File: src/rtl/core/rqtf_pkg.sv
// Shared types and constants for the read quality trim filter.
package rqtf_pkg;

    // Longest read that is counted; positions past it are dropped.
    localparam int MAX_READ_LEN = 4096;
    localparam int FIELD_W      = 13;
    localparam int SCORE_W      = 7;
    localparam int LOW_SCORE    = 3;
    localparam int MIN_KEEP_RST = 40;

    // Position and counter width: holds 0..MAX_READ_LEN.
    localparam int CNT_W = $clog2(MAX_READ_LEN + 1);
    // Compare width, wide enough for both counters and 13-bit registers.
    localparam int CMP_W = (CNT_W > FIELD_W) ? CNT_W : FIELD_W;
    // Running sum of (threshold - score), signed; |sum| < MAX_READ_LEN * 128.
    localparam int PS_W  = CNT_W + SCORE_W + 2;

    localparam int PADDR_W = 5;
    localparam int PDATA_W = 32;

    typedef enum logic [2:0] {
        REG_TRIM_THRESHOLD    = 3'd0,
        REG_HARD_CLIP_LENGTH  = 3'd1,
        REG_LOW_FILTER_ENABLE = 3'd2,
        REG_LOW_QUALITY_LIMIT = 3'd3,
        REG_MIN_KEEP_LENGTH   = 3'd4
    } t_reg_idx;

    typedef struct packed {
        logic [SCORE_W-1:0] trim_threshold;
        logic [FIELD_W-1:0] hard_clip_length;
        logic               low_filter_enable;
        logic [FIELD_W-1:0] low_quality_limit;
        logic [FIELD_W-1:0] min_keep_length;
    } t_cfg;

    typedef struct packed {
        logic [SCORE_W-1:0] phred_score;
        logic               read_end;
    } t_in_item;

    typedef struct packed {
        logic [FIELD_W-1:0] kept_length;
        logic [FIELD_W-1:0] low_quality_count;
        logic               read_pass;
    } t_out_item;

endpackage

File: src/rtl/core/rqtf_cfg_regs.sv
// Configuration register file with APB-style access.
module rqtf_cfg_regs (
    input  logic                          i_clk,
    input  logic                          i_rst_n,
    input  logic                          psel,
    input  logic                          penable,
    input  logic                          pwrite,
    input  logic [rqtf_pkg::PADDR_W-1:0]  paddr,
    input  logic [rqtf_pkg::PDATA_W-1:0]  pwdata,
    output logic [rqtf_pkg::PDATA_W-1:0]  prdata,
    output logic                          pready,
    output rqtf_pkg::t_cfg                o_cfg
);

    rqtf_pkg::t_cfg   r_cfg;
    rqtf_pkg::t_reg_idx w_idx;
    logic             w_wr;

    assign pready = 1'b1;
    assign w_idx  = rqtf_pkg::t_reg_idx'(paddr[4:2]);
    assign w_wr   = psel && penable && pwrite;
    assign o_cfg  = r_cfg;

    always_ff @(posedge i_clk) begin
        if (!i_rst_n) begin
            r_cfg.trim_threshold    <= '0;
            r_cfg.hard_clip_length  <= '0;
            r_cfg.low_filter_enable <= 1'b0;
            r_cfg.low_quality_limit <= '0;
            r_cfg.min_keep_length   <= rqtf_pkg::FIELD_W'(rqtf_pkg::MIN_KEEP_RST);
        end else if (w_wr) begin
            unique case (w_idx)
                rqtf_pkg::REG_TRIM_THRESHOLD: begin
                    r_cfg.trim_threshold <= pwdata[rqtf_pkg::SCORE_W-1:0];
                end
                rqtf_pkg::REG_HARD_CLIP_LENGTH: begin
                    r_cfg.hard_clip_length <= pwdata[rqtf_pkg::FIELD_W-1:0];
                end
                rqtf_pkg::REG_LOW_FILTER_ENABLE: begin
                    r_cfg.low_filter_enable <= pwdata[0];
                end
                rqtf_pkg::REG_LOW_QUALITY_LIMIT: begin
                    r_cfg.low_quality_limit <= pwdata[rqtf_pkg::FIELD_W-1:0];
                end
                rqtf_pkg::REG_MIN_KEEP_LENGTH: begin
                    r_cfg.min_keep_length <= pwdata[rqtf_pkg::FIELD_W-1:0];
                end
                default: begin
                end
            endcase
        end
    end

    always_comb begin
        prdata = '0;
        unique case (w_idx)
            rqtf_pkg::REG_TRIM_THRESHOLD:
                prdata = rqtf_pkg::PDATA_W'(r_cfg.trim_threshold);
            rqtf_pkg::REG_HARD_CLIP_LENGTH:
                prdata = rqtf_pkg::PDATA_W'(r_cfg.hard_clip_length);
            rqtf_pkg::REG_LOW_FILTER_ENABLE:
                prdata = rqtf_pkg::PDATA_W'(r_cfg.low_filter_enable);
            rqtf_pkg::REG_LOW_QUALITY_LIMIT:
                prdata = rqtf_pkg::PDATA_W'(r_cfg.low_quality_limit);
            rqtf_pkg::REG_MIN_KEEP_LENGTH:
                prdata = rqtf_pkg::PDATA_W'(r_cfg.min_keep_length);
            default: prdata = '0;
        endcase
    end

endmodule

File: src/rtl/core/rqtf_in_stage.sv
// Input register: holds one base until the trim core takes it.
module rqtf_in_stage (
    input  logic               i_clk,
    input  logic               i_rst_n,
    input  logic               i_in_valid,
    input  rqtf_pkg::t_in_item i_in_data,
    output logic               o_in_stall,
    input  logic               i_advance,
    output logic               o_valid,
    output rqtf_pkg::t_in_item o_item
);

    logic               r_valid;
    rqtf_pkg::t_in_item r_item;
    logic               w_accept;

    // Stall only while a held base cannot move on this cycle.
    assign o_in_stall = r_valid && !i_advance;
    assign w_accept   = i_in_valid && !o_in_stall;
    assign o_valid    = r_valid;
    assign o_item     = r_item;

    always_ff @(posedge i_clk) begin
        if (!i_rst_n) begin
            r_valid <= 1'b0;
        end else if (w_accept) begin
            r_valid <= 1'b1;
        end else if (i_advance) begin
            r_valid <= 1'b0;
        end
    end

    always_ff @(posedge i_clk) begin
        if (w_accept) begin
            r_item <= i_in_data;
        end
    end

endmodule

File: src/rtl/core/rqtf_trim_core.sv
// Per-read running state, cut search and result register.
module rqtf_trim_core (
    input  logic                i_clk,
    input  logic                i_rst_n,
    input  rqtf_pkg::t_cfg      i_cfg,
    input  logic                i_valid,
    input  rqtf_pkg::t_in_item  i_item,
    output logic                o_advance,
    output logic                o_out_valid,
    output rqtf_pkg::t_out_item o_out_data,
    input  logic                i_out_stall
);

    localparam int CNT_W = rqtf_pkg::CNT_W;
    localparam int CMP_W = rqtf_pkg::CMP_W;
    localparam int PS_W  = rqtf_pkg::PS_W;
    localparam int SW    = rqtf_pkg::SCORE_W;

    logic        [CNT_W-1:0] r_pos, n_pos;
    logic signed [PS_W-1:0]  r_psum, n_psum;
    logic signed [PS_W-1:0]  r_minp, n_minp;
    logic        [CNT_W-1:0] r_cut, n_cut;
    logic        [CNT_W-1:0] r_low, n_low;
    logic        [CNT_W-1:0] r_low_cut, n_low_cut;
    logic        [SW-1:0]    r_last, n_last;

    logic                    r_out_valid;
    rqtf_pkg::t_out_item     r_out;

    logic        [CMP_W-1:0] w_limit;
    logic                    w_in_range;
    logic signed [SW:0]      w_diff;
    logic        [CNT_W-1:0] w_kept, w_lowc;
    logic                    w_pass;
    logic                    w_emit;

    // A base without read end never waits on the output side.
    assign o_advance = i_valid && (!i_item.read_end || !r_out_valid || !i_out_stall);
    assign w_emit    = o_advance && i_item.read_end;

    always_comb begin
        w_limit = CMP_W'(rqtf_pkg::MAX_READ_LEN);
        if (i_cfg.hard_clip_length != '0 &&
            CMP_W'(i_cfg.hard_clip_length) < CMP_W'(rqtf_pkg::MAX_READ_LEN)) begin
            w_limit = CMP_W'(i_cfg.hard_clip_length);
        end
        w_in_range = CMP_W'(r_pos) < w_limit;
        w_diff = $signed({1'b0, i_cfg.trim_threshold}) - $signed({1'b0, i_item.phred_score});

        n_pos     = r_pos;
        n_psum    = r_psum;
        n_minp    = r_minp;
        n_cut     = r_cut;
        n_low     = r_low;
        n_low_cut = r_low_cut;
        n_last    = r_last;
        if (w_in_range) begin
            // Ties move the cut to the later position.
            if (r_psum <= r_minp) begin
                n_minp    = r_psum;
                n_cut     = r_pos;
                n_low_cut = r_low;
            end
            n_psum = r_psum + PS_W'(w_diff);
            if (i_item.phred_score <= SW'(rqtf_pkg::LOW_SCORE)) begin
                n_low = r_low + 1'b1;
            end
            n_last = i_item.phred_score;
            n_pos  = r_pos + 1'b1;
        end

        w_kept = n_pos;
        w_lowc = n_low;
        if (i_cfg.trim_threshold != '0 && n_pos != '0 && n_last < i_cfg.trim_threshold) begin
            w_kept = n_cut;
            w_lowc = n_low_cut;
        end
        w_pass = (w_kept != '0) &&
                 (CMP_W'(w_kept) >= CMP_W'(i_cfg.min_keep_length)) &&
                 !(i_cfg.low_filter_enable &&
                   CMP_W'(w_lowc) > CMP_W'(i_cfg.low_quality_limit));
    end

    always_ff @(posedge i_clk) begin
        if (!i_rst_n) begin
            r_pos     <= '0;
            r_psum    <= '0;
            r_minp    <= '0;
            r_cut     <= '0;
            r_low     <= '0;
            r_low_cut <= '0;
            r_last    <= '0;
        end else if (o_advance) begin
            if (i_item.read_end) begin
                r_pos     <= '0;
                r_psum    <= '0;
                r_minp    <= '0;
                r_cut     <= '0;
                r_low     <= '0;
                r_low_cut <= '0;
                r_last    <= '0;
            end else begin
                r_pos     <= n_pos;
                r_psum    <= n_psum;
                r_minp    <= n_minp;
                r_cut     <= n_cut;
                r_low     <= n_low;
                r_low_cut <= n_low_cut;
                r_last    <= n_last;
            end
        end
    end

    always_ff @(posedge i_clk) begin
        if (!i_rst_n) begin
            r_out_valid <= 1'b0;
        end else if (w_emit) begin
            r_out_valid <= 1'b1;
        end else if (!i_out_stall) begin
            r_out_valid <= 1'b0;
        end
    end

    always_ff @(posedge i_clk) begin
        if (w_emit) begin
            r_out.kept_length       <= rqtf_pkg::FIELD_W'(w_kept);
            r_out.low_quality_count <= rqtf_pkg::FIELD_W'(w_lowc);
            r_out.read_pass         <= w_pass;
        end
    end

    assign o_out_valid = r_out_valid;
    assign o_out_data  = r_out;

endmodule

File: src/rtl/core/read_quality_trim_filter_top.sv
// Top level of the read quality trim filter.
//
// Input channel: one base per transaction, i_in_data carries the phred score
// and a read end mark on the last base of a read. Output channel: one
// transaction per read, given for the base that carries read end, with kept
// length, low-quality base count in the kept part and a pass flag.
// Throughput: one base per cycle, unless a read end base waits on a stalled
// result. A read end base reaches o_out_valid through the input register,
// then the result register. The per-read sums and the cut search update once
// per base in a single add/compare step, which sets that rate.
// Reset (synchronous, active low) clears the per-read state, both valid
// flags and the registers to their defaults (min keep length 40).
// When the receiver stalls, the result holds; bases without read end keep
// flowing, and a read end base waits in the input register, stalling input.
// Write registers over the APB-style port only while the block is idle; the block does not enforce it.
module read_quality_trim_filter_top (
    input  logic                          i_clk,
    input  logic                          i_rst_n,
    input  logic                          i_in_valid,
    input  rqtf_pkg::t_in_item            i_in_data,
    output logic                          o_in_stall,
    output logic                          o_out_valid,
    output rqtf_pkg::t_out_item           o_out_data,
    input  logic                          i_out_stall,
    input  logic                          psel,
    input  logic                          penable,
    input  logic                          pwrite,
    input  logic [rqtf_pkg::PADDR_W-1:0]  paddr,
    input  logic [rqtf_pkg::PDATA_W-1:0]  pwdata,
    output logic [rqtf_pkg::PDATA_W-1:0]  prdata,
    output logic                          pready
);

    rqtf_pkg::t_cfg     w_cfg;
    logic               w_advance;
    logic               w_valid;
    rqtf_pkg::t_in_item w_item;

    rqtf_cfg_regs u_cfg (
        .i_clk   (i_clk),
        .i_rst_n (i_rst_n),
        .psel    (psel),
        .penable (penable),
        .pwrite  (pwrite),
        .paddr   (paddr),
        .pwdata  (pwdata),
        .prdata  (prdata),
        .pready  (pready),
        .o_cfg   (w_cfg)
    );

    rqtf_in_stage u_in (
        .i_clk      (i_clk),
        .i_rst_n    (i_rst_n),
        .i_in_valid (i_in_valid),
        .i_in_data  (i_in_data),
        .o_in_stall (o_in_stall),
        .i_advance  (w_advance),
        .o_valid    (w_valid),
        .o_item     (w_item)
    );

    rqtf_trim_core u_core (
        .i_clk       (i_clk),
        .i_rst_n     (i_rst_n),
        .i_cfg       (w_cfg),
        .i_valid     (w_valid),
        .i_item      (w_item),
        .o_advance   (w_advance),
        .o_out_valid (o_out_valid),
        .o_out_data  (o_out_data),
        .i_out_stall (i_out_stall)
    );

endmodule

File: config.mk
export PLATFORM = sky130hd
export DESIGN_NAME = read_quality_trim_filter_top
export DESIGN_NICKNAME = d
export VERILOG_FILES = /design/src/rtl/core/rqtf_pkg.sv /design/src/rtl/core/rqtf_cfg_regs.sv /design/src/rtl/core/rqtf_in_stage.sv /design/src/rtl/core/rqtf_trim_core.sv /design/src/rtl/core/read_quality_trim_filter_top.sv
export SDC_FILE = /design/constraint.sdc
export NUM_CORES = 1
export LEC_CHECK = 0
export BUFFER_PORTS_ARGS = -buffer_cell sky130_fd_sc_hd__buf_4
export CAP_MARGIN = 30
export CORE_AREA = 2 2 150 152
export DETAILED_ROUTE_END_ITERATION = 10
export DIE_AREA = 0 0 152 154
export GPL_TIMING_DRIVEN = 1
export PLACE_DENSITY = 0.77
export SLEW_MARGIN = 40
export SYNTH_ARGS = -nofsm -noshare
export SYNTH_HDL_FRONTEND = slang
export SYNTH_SLANG_ARGS = --single-unit
File: constraint.sdc
create_clock -name i_clk -period 6.8 [get_ports i_clk]
set_input_delay 0.34 -clock i_clk [delete_from_list [all_inputs] [get_ports i_clk]]
set_output_delay 0.34 -clock i_clk [all_outputs]
set_load 0.02 [all_outputs]
==> results.txt, run 1 <==
synth warn: 0
Final Hold Viols: 0
drt total wl: 31400 um
PortBufs: 72
worst IR drop on VDD: 0.000162 V
most frequent cells in the layout: dfxtp_1 (152), nand2_1 (136), nor2b_1 (108)
initial antenna violation count: 0
CTS Sinks: 187
Syn-to-layout area delta: 11.8%
combinational share of power: 0.182
Worst-Margin Slew: 0.821 ns
drt via density: 6.06
worst hold path class: in2reg
post-synthesis sequential area ratio: 0.347
I/O Pins: 114
Cell variety after synth: 74
status: finished, final reports clean
Inst Count DP: 1717
die area: 23400 sq um
Synth top area share: 0.258
fillers: 1890
crit-path max FO: 11
ys flop type: dfxtp_1
critical path's largest stage delay: 0.37 ns
clock share of power: 0.377
Setup Viol. Count Final: 0
total core area: 21700 sq um
power per cell area: 201 nW/um^2
total gr overflow: 0
routability cong.: 0.934
Slew Viols, Final: 0
Final Non-Filler Cells: 1751
Starting DRT DRC Count: 1058
Num CTS Buffers: 17
gr usage total: 0.265
Max-slew headroom: 0.453
number of remaining DRC errors: 0
Multi-input gate area: 7050 sq um
Synth Instances: 1417
total number of vias: 10.6k
CP arrival: 6.74 ns
P_sw: 0.819 mW
placed wire-length estimate: 22600 um
Worst Skew: 0.0144 ns
Internal Pwr Total: 1.83 mW
vias in the first global route: 9916
# rows: 54
Seq. cell area: 4090 sq um
Max Cap Viol: 0
Worst EP required: 7.09 ns
Sw Ratio: 0.309
critical path launch point type: flip-flop
CP Capture Type: flip-flop
post-layout minimum cycle time: 6.45 ns
most common cell after layout, fill and taps aside: dfxtp_1
Flop pwr share: 0.441
Setup Crit Path Kind: reg2reg
ys async rst share: 0
clock root cell: clkbuf_16
first-pass GRT wire length: 50800 um
Pleak: 4.93 nW
CP max-delay cell: a2111oi_1
Max Freq: 155 MHz
Routed Antenna Nets: 0
Final WS setup: 0.349 ns
Synth Cell Area: 11800 sq um
#FFs+latches synth: 187
Post-synth EDFFs: 35
die width: 152 um
Longest Clk Path Bufs: 2
CTS tree: built
layout cells sized above 1: 0.114
First-pass DRT Iterations: 5
Syn Area/Cell: 8.32 sq um
Clock Pin Slew Worst Setup and Hold Paths: 0.08 ns
largest net degree at the start of global routing: 130
H-tree Lvls: 4
post-DR wirelength/cell: 17.9 um
Nets: 1608
top post-synthesis cells by area: dfxtp_1 (26%), ha_1 (10%), edfxtp_1 (8.9%)
Final Cycle Share: 0.949
worst-skew pair later-pin latency: 0.45 ns
initial core utilization: 0.544
die height: 154 um
Synth area leader: dfxtp_1
Antenna Cells: 0
Place WS: 0.123 ns
hold buffers post-CTS: 0
[power by group through the flow]
| stage | Combinational, mW | Clock (mW) | Sequential [mW] |
|---|---|---|---|
| 2_1_floorplan | 0.339 | 0 | 1.19 |
| 3_3_place_gp | 0.457 | 0 | 1.19 |
| 3_5_place_dp | 0.468 | 0 | 1.19 |
| 4_1_cts | 0.471 | 1.01 | 1.17 |
| 5_1_grt | 0.529 | 1.05 | 1.17 |
| 6_report | 0.481 | 0.998 | 1.17 |
[area by class of cell]
cell class,instances,share of cell area
inverters,89,0.0253
clock inverters,14,0.0114
well taps,280,0.0266
multi-input cells,1059,0.534
flip-flops and latches,187,0.310
repair buffers,104,0.0595
clock buffers,18,0.0325
[layer usage]
layer | vias to the layer above | GRT usage | share of wire
met5 | - | 0 | 0
met4 | 0 | 0.126 | 0.044
met3 | 67 | 0.0420 | 0.059
met2 | 406 | 0.435 | 0.47
met1 | 5031 | 0.344 | 0.43
li1 | 5115 | - | -
[kinds of logic after synthesis]
kind of cell	share of synthesized area
compound gates	0.211
xor+xnor	0.0208
fa+ha+maj	0.105
buf+inv	0.0681
flops	0.347
mux	0.0259
other cells	0.000637
simple gates	0.221
[Yosys cell counts (45+ instances only)]
| master | count |
|---|---|
| ha_1 | 96 |
| nor3_1 | 50 |
| nor2_1 | 76 |
| a21boi_0 | 45 |
| o21ai_0 | 77 |
| a22oi_1 | 68 |
| clkbuf_1 | 66 |
| nor2b_1 | 109 |
| inv_1 | 89 |
| dfxtp_1 | 152 |
| a21oi_1 | 75 |
| nand2_1 | 136 |
[worst max-delay path, delay by kind of cell, from the launching register on]
family | cells | cell delay (ns)
adders and majority gates | 3 | 0.93
AOI/OAI and AO/OA | 18 | 3.37
and+or+nand+nor | 7 | 1.44
DFF | 1 | 0.35
buffers and inverters | 1 | 0.21
[registers in the layout, indices dropped and copies added (netlist names)]
name	count
u_cfg.o_cfg	47
u_core.r_last	7
u_in.o_item	8
u_core.r_psum	22
u_in.o_valid	1
u_core.r_pos	13
u_core.r_low	13
u_core.r_cut	13
u_core.r_low_cut	13
u_core.o_out_data	27
u_core.r_minp	22
u_core.o_out_valid	1
[worst paths after layout]
check | start | endpoint | slack [ns] | depth (start not counted)
worst max-delay path | u_cfg.o_cfg[34]$_SDFFE_PN0P_ | u_core.o_out_data[0]$_DFFE_PP_ | 0.35 | 29
worst min-delay path | i_in_data[5] | u_in.o_item[5]$_DFFE_PP_ | 0.07 | 1
worst max register to register | u_cfg.o_cfg[34]$_SDFFE_PN0P_ | u_core.o_out_data[0]$_DFFE_PP_ | 0.35 | 29
worst min register to register | u_cfg.o_cfg[1]$_SDFFE_PN0P_ | u_cfg.o_cfg[1]$_SDFFE_PN0P_ | 0.47 | 2
[what timing repair did]
action,in CTS,in global routing
setup buffers,0,1
endpoints found under the setup margin,0,1
gates resized for setup,0,8
[through the flow]
| step | instance area [sq um] | utilization | TNS (ns) | hold WS [ns] | total power, mW |
|---|---|---|---|---|---|
| floorplan | 11900 | - | 0 | 0.439 | 1.53 |
| global placement | 12500 | 0.578 | 0 | 0.454 | 1.65 |
| detailed placement | 12600 | 0.579 | 0 | 0.460 | 1.66 |
| CTS | 13100 | 0.606 | 0 | 0.0564 | 2.65 |
| global route | 13200 | 0.608 | -0.0710 | 0.0552 | 2.75 |
| finish | 13200 | 0.608 | 0 | 0.0687 | 2.65 |
Note: power is estimated with default switching activity, not from simulation.
==> inputs of run 2 (changes only) <==
--- a/config.mk
+++ b/config.mk
@@ -12,6 +12,7 @@
 export DIE_AREA = 0 0 152 154
 export GPL_TIMING_DRIVEN = 1
 export PLACE_DENSITY = 0.77
+export REMOVE_ABC_BUFFERS = 1
 export SLEW_MARGIN = 40
 export SYNTH_ARGS = -nofsm -noshare
 export SYNTH_HDL_FRONTEND = slang
==> run 2 against run 1 <==
Against the previous run:
- flip-flop and latch count unchanged
- first-iteration DRC count decreased by 18%
- cell count increased by 0.11%
- cell area increased by 0.58%
- combinational power increased by 4%
- critical path type unchanged
==> results.txt, run 2 (synthesis results as in run 1) <==
layout cells sized above 1: 0.116
RR Endpoint: u_core.o_out_data[0]$_DFFE_PP_
die width: 152 um
worst hold path class: in2reg
initial core utilization: 0.544
Starting DRT DRC Count: 863
gr usage total: 0.277
Final Cycle Share: 0.950
worst-skew pair later-pin latency: 0.44 ns
Worst EP required: 6.99 ns
Seq. cell area: 4100 sq um
Multi-input gate area: 7080 sq um
Syn-to-layout area delta: 12.5%
Final WS setup: 0.343 ns
Worst-Margin Slew: 0.732 ns
First-pass DRT Iterations: 6
die area: 23400 sq um
crit-path max FO: 12
Antenna Cells: 0
total gr overflow: 0
worst IR drop on VDD: 0.000134 V
Max-slew headroom: 0.499
met2 WL post-DR: 15600 um
Sw Ratio: 0.292
I/O Pins: 114
CTS Sinks: 187
worst hold path stage count: 1
Register-to-Register Path Depth: 31
PortBufs: 72
wl on met1: 14100 um
combinational share of power: 0.183
Nets: 1610
Flop pwr share: 0.428
Slew Viols, Final: 0
critical path launch point type: flip-flop
P_sw: 0.796 mW
total number of vias: 10.7k
die height: 154 um
vias in the first global route: 10.1k
CP arrival: 6.64 ns
drt via density: 6.10
critical path's largest stage delay: 0.41 ns
Worst Hold Launch: i_in_data[4]
total core area: 21700 sq um
status: finished, final reports clean
clock root cell: clkbuf_16
fillers: 1897
Setup Viol. Count Final: 0
Longest Clk Path Bufs: 2
power per cell area: 205 nW/um^2
CP Capture Type: flip-flop
initial antenna violation count: 0
Layout Utilization: 0.612
clock share of power: 0.389
number of remaining DRC errors: 0
CP max-delay cell: a2111oi_1
most frequent cells in the layout: dfxtp_1 (151), nand2_1 (135), nor2b_1 (109)
max reg flops: 47
Pleak: 4.96 nW
post-DR wirelength/cell: 19.0 um
post-layout minimum cycle time: 6.46 ns
Final Hold Viols: 0
Clock Pin Slew Worst Setup and Hold Paths: 0.07 ns
R2R Setup Slk: 0.34 ns
CTS tree: built
WHS: 0.0660 ns
Routed Antenna Nets: 0
Setup Crit Path Kind: reg2reg
Internal Pwr Total: 1.93 mW
routability cong.: 0.969
Reg-to-Reg Start: u_cfg.o_cfg[27]$_SDFFE_PN0P_
drt total wl: 33300 um
Num CTS Buffers: 17
# rows: 54
largest net degree at the start of global routing: 87
H-tree Lvls: 4
Worst Skew: 0.0118 ns
most common cell after layout, fill and taps aside: dfxtp_1
Top Layer Used: met4
Worst Hold End: u_in.o_item[4]$_DFFE_PP_
Max Freq: 155 MHz
placed wire-length estimate: 23400 um
Max Cap Viol: 0
Place WS: 0.179 ns
first-pass GRT wire length: 52500 um
met3 routed WL: 2030 um
run 2: cell count changes in the layout (fill, tap and decap cells not counted), sizes merged:
cell / previous run / this run
clkinv: 4 / 2
bufinv: 0 / 3
inv: 97 / 95
buf: 104 / 106
clkinvlp: 2 / 3
run 2: final cells by class:
| class | count | share of cell area |
|---|---|---|
| clock inverter | 14 | 0.0139 |
| inverter | 89 | 0.0252 |
| sequential | 187 | 0.309 |
| clock buffer | 18 | 0.0324 |
| tap | 280 | 0.0264 |
| multi-input combinational | 1059 | 0.533 |
| timing repair buffer | 106 | 0.0600 |
run 2: worst max-delay path: cells and delay by family (launching register included):
family | cells | cell delay [ns]
AO/OA/AOI/OAI | 15 | 2.84
AND/OR/NAND/NOR | 10 | 1.74
adder cells (fa/ha/maj) | 3 | 0.84
buffers and inverters | 3 | 0.46
flip-flops | 1 | 0.35
run 2: power groups by stage:
stage	clock network (mW)	logic (mW)	registers [mW]
finish	1.06	0.498	1.17
global placement	0	0.473	1.19
global route	1.11	0.540	1.17
floorplan	0	0.307	1.19
detailed placement	0	0.481	1.19
CTS	1.07	0.486	1.17
run 2: how the worst max path moves through the flow:
stage / startpoint / to / cells after the start
floorplan: u_cfg.o_cfg[30]$_SDFFE_PN0P_ / u_core.o_out_data[0]$_DFFE_PP_ / 29
global placement: u_cfg.o_cfg[34]$_SDFFE_PN0P_ / u_core.o_out_data[0]$_DFFE_PP_ / 29
detailed placement: u_cfg.o_cfg[27]$_SDFFE_PN0P_ / u_core.o_out_data[0]$_DFFE_PP_ / 29
CTS: u_cfg.o_cfg[27]$_SDFFE_PN0P_ / u_core.o_out_data[0]$_DFFE_PP_ / 29
global route: u_cfg.o_cfg[27]$_SDFFE_PN0P_ / u_core.o_out_data[0]$_DFFE_PP_ / 30
finish: u_cfg.o_cfg[27]$_SDFFE_PN0P_ / u_core.o_out_data[0]$_DFFE_PP_ / 31
run 2: metal layers:
metal / vias to the layer above / global-route usage
met4: 0 / 0.144
li1: 5128 / -
met1: 5054 / 0.351
met5: - / 0
met3: 85 / 0.0395
met2: 435 / 0.462
run 2: what timing repair did:
action | in CTS | in global routing
hold buffers | 0 | 0
gates resized for setup | 0 | 14
endpoints found under the setup margin | 0 | 1
buffers inserted | 0 | 2
hold endpoints to repair | 0 | 0
run 2: per-stage QoR:
step	total power, mW	setup TNS (ns)	std cells	instance area (sq um)
final	2.72	0	1753	13300
after global routing	2.81	-0.0299	1753	13300
after CTS	2.72	0	1750	13200
after detailed placement	1.67	0	1718	12600
after global placement	1.66	0	1718	12600
after floorplan	1.50	0	1334	11400
==> inputs of run 3 (changes only) <==
--- a/config.mk
+++ b/config.mk
@@ -7,11 +7,13 @@
 export LEC_CHECK = 0
 export BUFFER_PORTS_ARGS = -buffer_cell sky130_fd_sc_hd__buf_4
 export CAP_MARGIN = 30
-export CORE_AREA = 2 2 150 152
+export CELL_PAD_IN_SITES_DETAIL_PLACEMENT = 0
+export CELL_PAD_IN_SITES_GLOBAL_PLACEMENT = 1
+export CORE_AREA = 2 2 173 175
 export DETAILED_ROUTE_END_ITERATION = 10
-export DIE_AREA = 0 0 152 154
+export DIE_AREA = 0 0 175 177
 export GPL_TIMING_DRIVEN = 1
-export PLACE_DENSITY = 0.77
+export PLACE_DENSITY_LB_ADDON = 0.1
 export REMOVE_ABC_BUFFERS = 1
 export SLEW_MARGIN = 40
 export SYNTH_ARGS = -nofsm -noshare
==> run 3 against run 2 <==
Against the previous run:
- routed wire length rose by 3.5%
- global-route usage is 5.1 points lower
- critical path depth is 1 lower
- first-iteration DRC count fell by 8.7%
- power grew 1.4%
- setup slack better by 0.050 ns
- non-clock buffer count increased by 14
- combinational power is 1% lower
- flip-flop and latch count unchanged
- sequential share of layout area decreased by 0.60 points
- utilization fell by 15 points
==> results.txt, run 3 (synthesis results as in run 1) <==
critical path's largest stage delay: 0.38 ns
gr usage total: 0.227
CTS tree: built
worst-skew pair later-pin latency: 0.45 ns
clock root cell: clkbuf_16
Seq. cell area: 4090 sq um
Max Freq: 156 MHz
# rows: 63
Num CTS Buffers: 17
status: finished, final reports clean
I/O Pins: 114
total gr overflow: 0
worst hold path class: in2reg
PortBufs: 72
drt total wl: 34400 um
Setup Viol. Count Final: 0
Nets: 1623
total number of vias: 10.2k
most frequent cells in the layout: dfxtp_1 (152), nand2_1 (136), buf_4 (119)
Final WS setup: 0.393 ns
Multi-input gate area: 7070 sq um
fillers: 2928
most common cell after layout, fill and taps aside: dfxtp_1
Setup Crit Path Kind: reg2reg
Layout Utilization: 0.462
Max Cap Viol: 0
Worst EP required: 6.98 ns
Final Hold Viols: 0
worst IR drop on VDD: 0.000158 V
vias in the first global route: 9797
Max-slew headroom: 0.463
first-pass GRT wire length: 54800 um
post-DR wirelength/cell: 18.3 um
Worst Skew: 0.0143 ns
power per cell area: 204 nW/um^2
CP arrival: 6.59 ns
Clock Pin Slew Worst Setup and Hold Paths: 0.07 ns
number of remaining DRC errors: 0
placed cell area: 12800 sq um
Pleak: 5.04 nW
Routed Antenna Nets: 0
hold buffers post-CTS: 0
First-pass DRT Iterations: 5
layout cells sized above 1: 0.123
post-layout minimum cycle time: 6.41 ns
largest net degree at the start of global routing: 121
max reg flops: 47
routability cong.: 0.851
Place WS: -0.0703 ns
die height: 177 um
Final Instance Area: 13500 sq um
CP Capture Type: flip-flop
Final Cycle Share: 0.942
Starting DRT DRC Count: 788
die area: 31000 sq um
Slew Viols, Final: 0
drt via density: 5.43
critical path launch point type: flip-flop
initial antenna violation count: 0
Antenna Cells: 0
initial core utilization: 0.403
H-tree Lvls: 4
die width: 175 um
CP max-delay cell: a2111oi_2
Syn-to-layout area delta: 14.7%
CTS Sinks: 187
placed wire-length estimate: 24900 um
Longest Clk Path Bufs: 2
crit-path max FO: 13
total core area: 29200 sq um
Worst-Margin Slew: 0.805 ns
==> run 3: where the power goes <==
group / switching [mW] / internal, mW
Combinational: 0.303 / 0.188
Sequential: 0.0181 / 1.15
Clock: 0.453 / 0.649
Total: 0.775 / 1.98
==> run 3: layer usage <==
layer  share of wire  vias up  GRT usage
met5               0        -          0
met4           0.033        0     0.0944
met3           0.043       42     0.0316
met2            0.46      232      0.368
met1            0.46     4776      0.303
li1                -     5135          -
==> run 3: worst max-delay path: cells and delay by family (launching register included) <==
family	cells	cell delay (ns)
and+or+nand+nor	9	1.62
AOI/OAI and AO/OA	15	2.76
DFF	1	0.34
adders and majority gates	3	0.85
buffers and inverters	3	0.57
==> run 3: through the flow <==
step	TNS (ns)	total power, mW	std cells	hold slack [ns]
final	0	2.76	1876	0.0661
after global routing	-0.0294	2.89	1876	0.0388
after CTS	0	2.78	1876	0.0455
after detailed placement	-0.0703	1.68	1844	0.461
after global placement	0	1.68	1844	0.454
after floorplan	0	1.50	1334	0.429
==> run 3: path summary, 6_finish.rpt <==
| kind | startpoint | end | slack (ns) | depth (start not counted) |
|---|---|---|---|---|
| max | u_cfg.o_cfg[34]$_SDFFE_PN0P_ | u_core.o_out_data[0]$_DFFE_PP_ | 0.39 | 30 |
| max reg2reg | u_cfg.o_cfg[34]$_SDFFE_PN0P_ | u_core.o_out_data[0]$_DFFE_PP_ | 0.39 | 30 |
| min reg2reg | u_cfg.o_cfg[6]$_SDFFE_PN0P_ | u_cfg.o_cfg[6]$_SDFFE_PN0P_ | 0.47 | 2 |
| min | i_in_data[0] | u_in.o_item[0]$_DFFE_PP_ | 0.07 | 1 |
==> run 3: final cells by class <==
class / count / share of cell area
clock buffers: 22 / 0.0352
clock inverters: 10 / 0.0120
inverters: 89 / 0.0247
multi-input cells: 1058 / 0.522
flip-flops and latches: 187 / 0.303
well taps: 390 / 0.0361
repair buffers: 120 / 0.0669
==> run 3: repair_timing <==
item                       4_1_cts  5_1_grt
pin swaps                        0        1
resized for setup                2        8
buffers inserted                 0        0
setup endpoints to repair        1        1
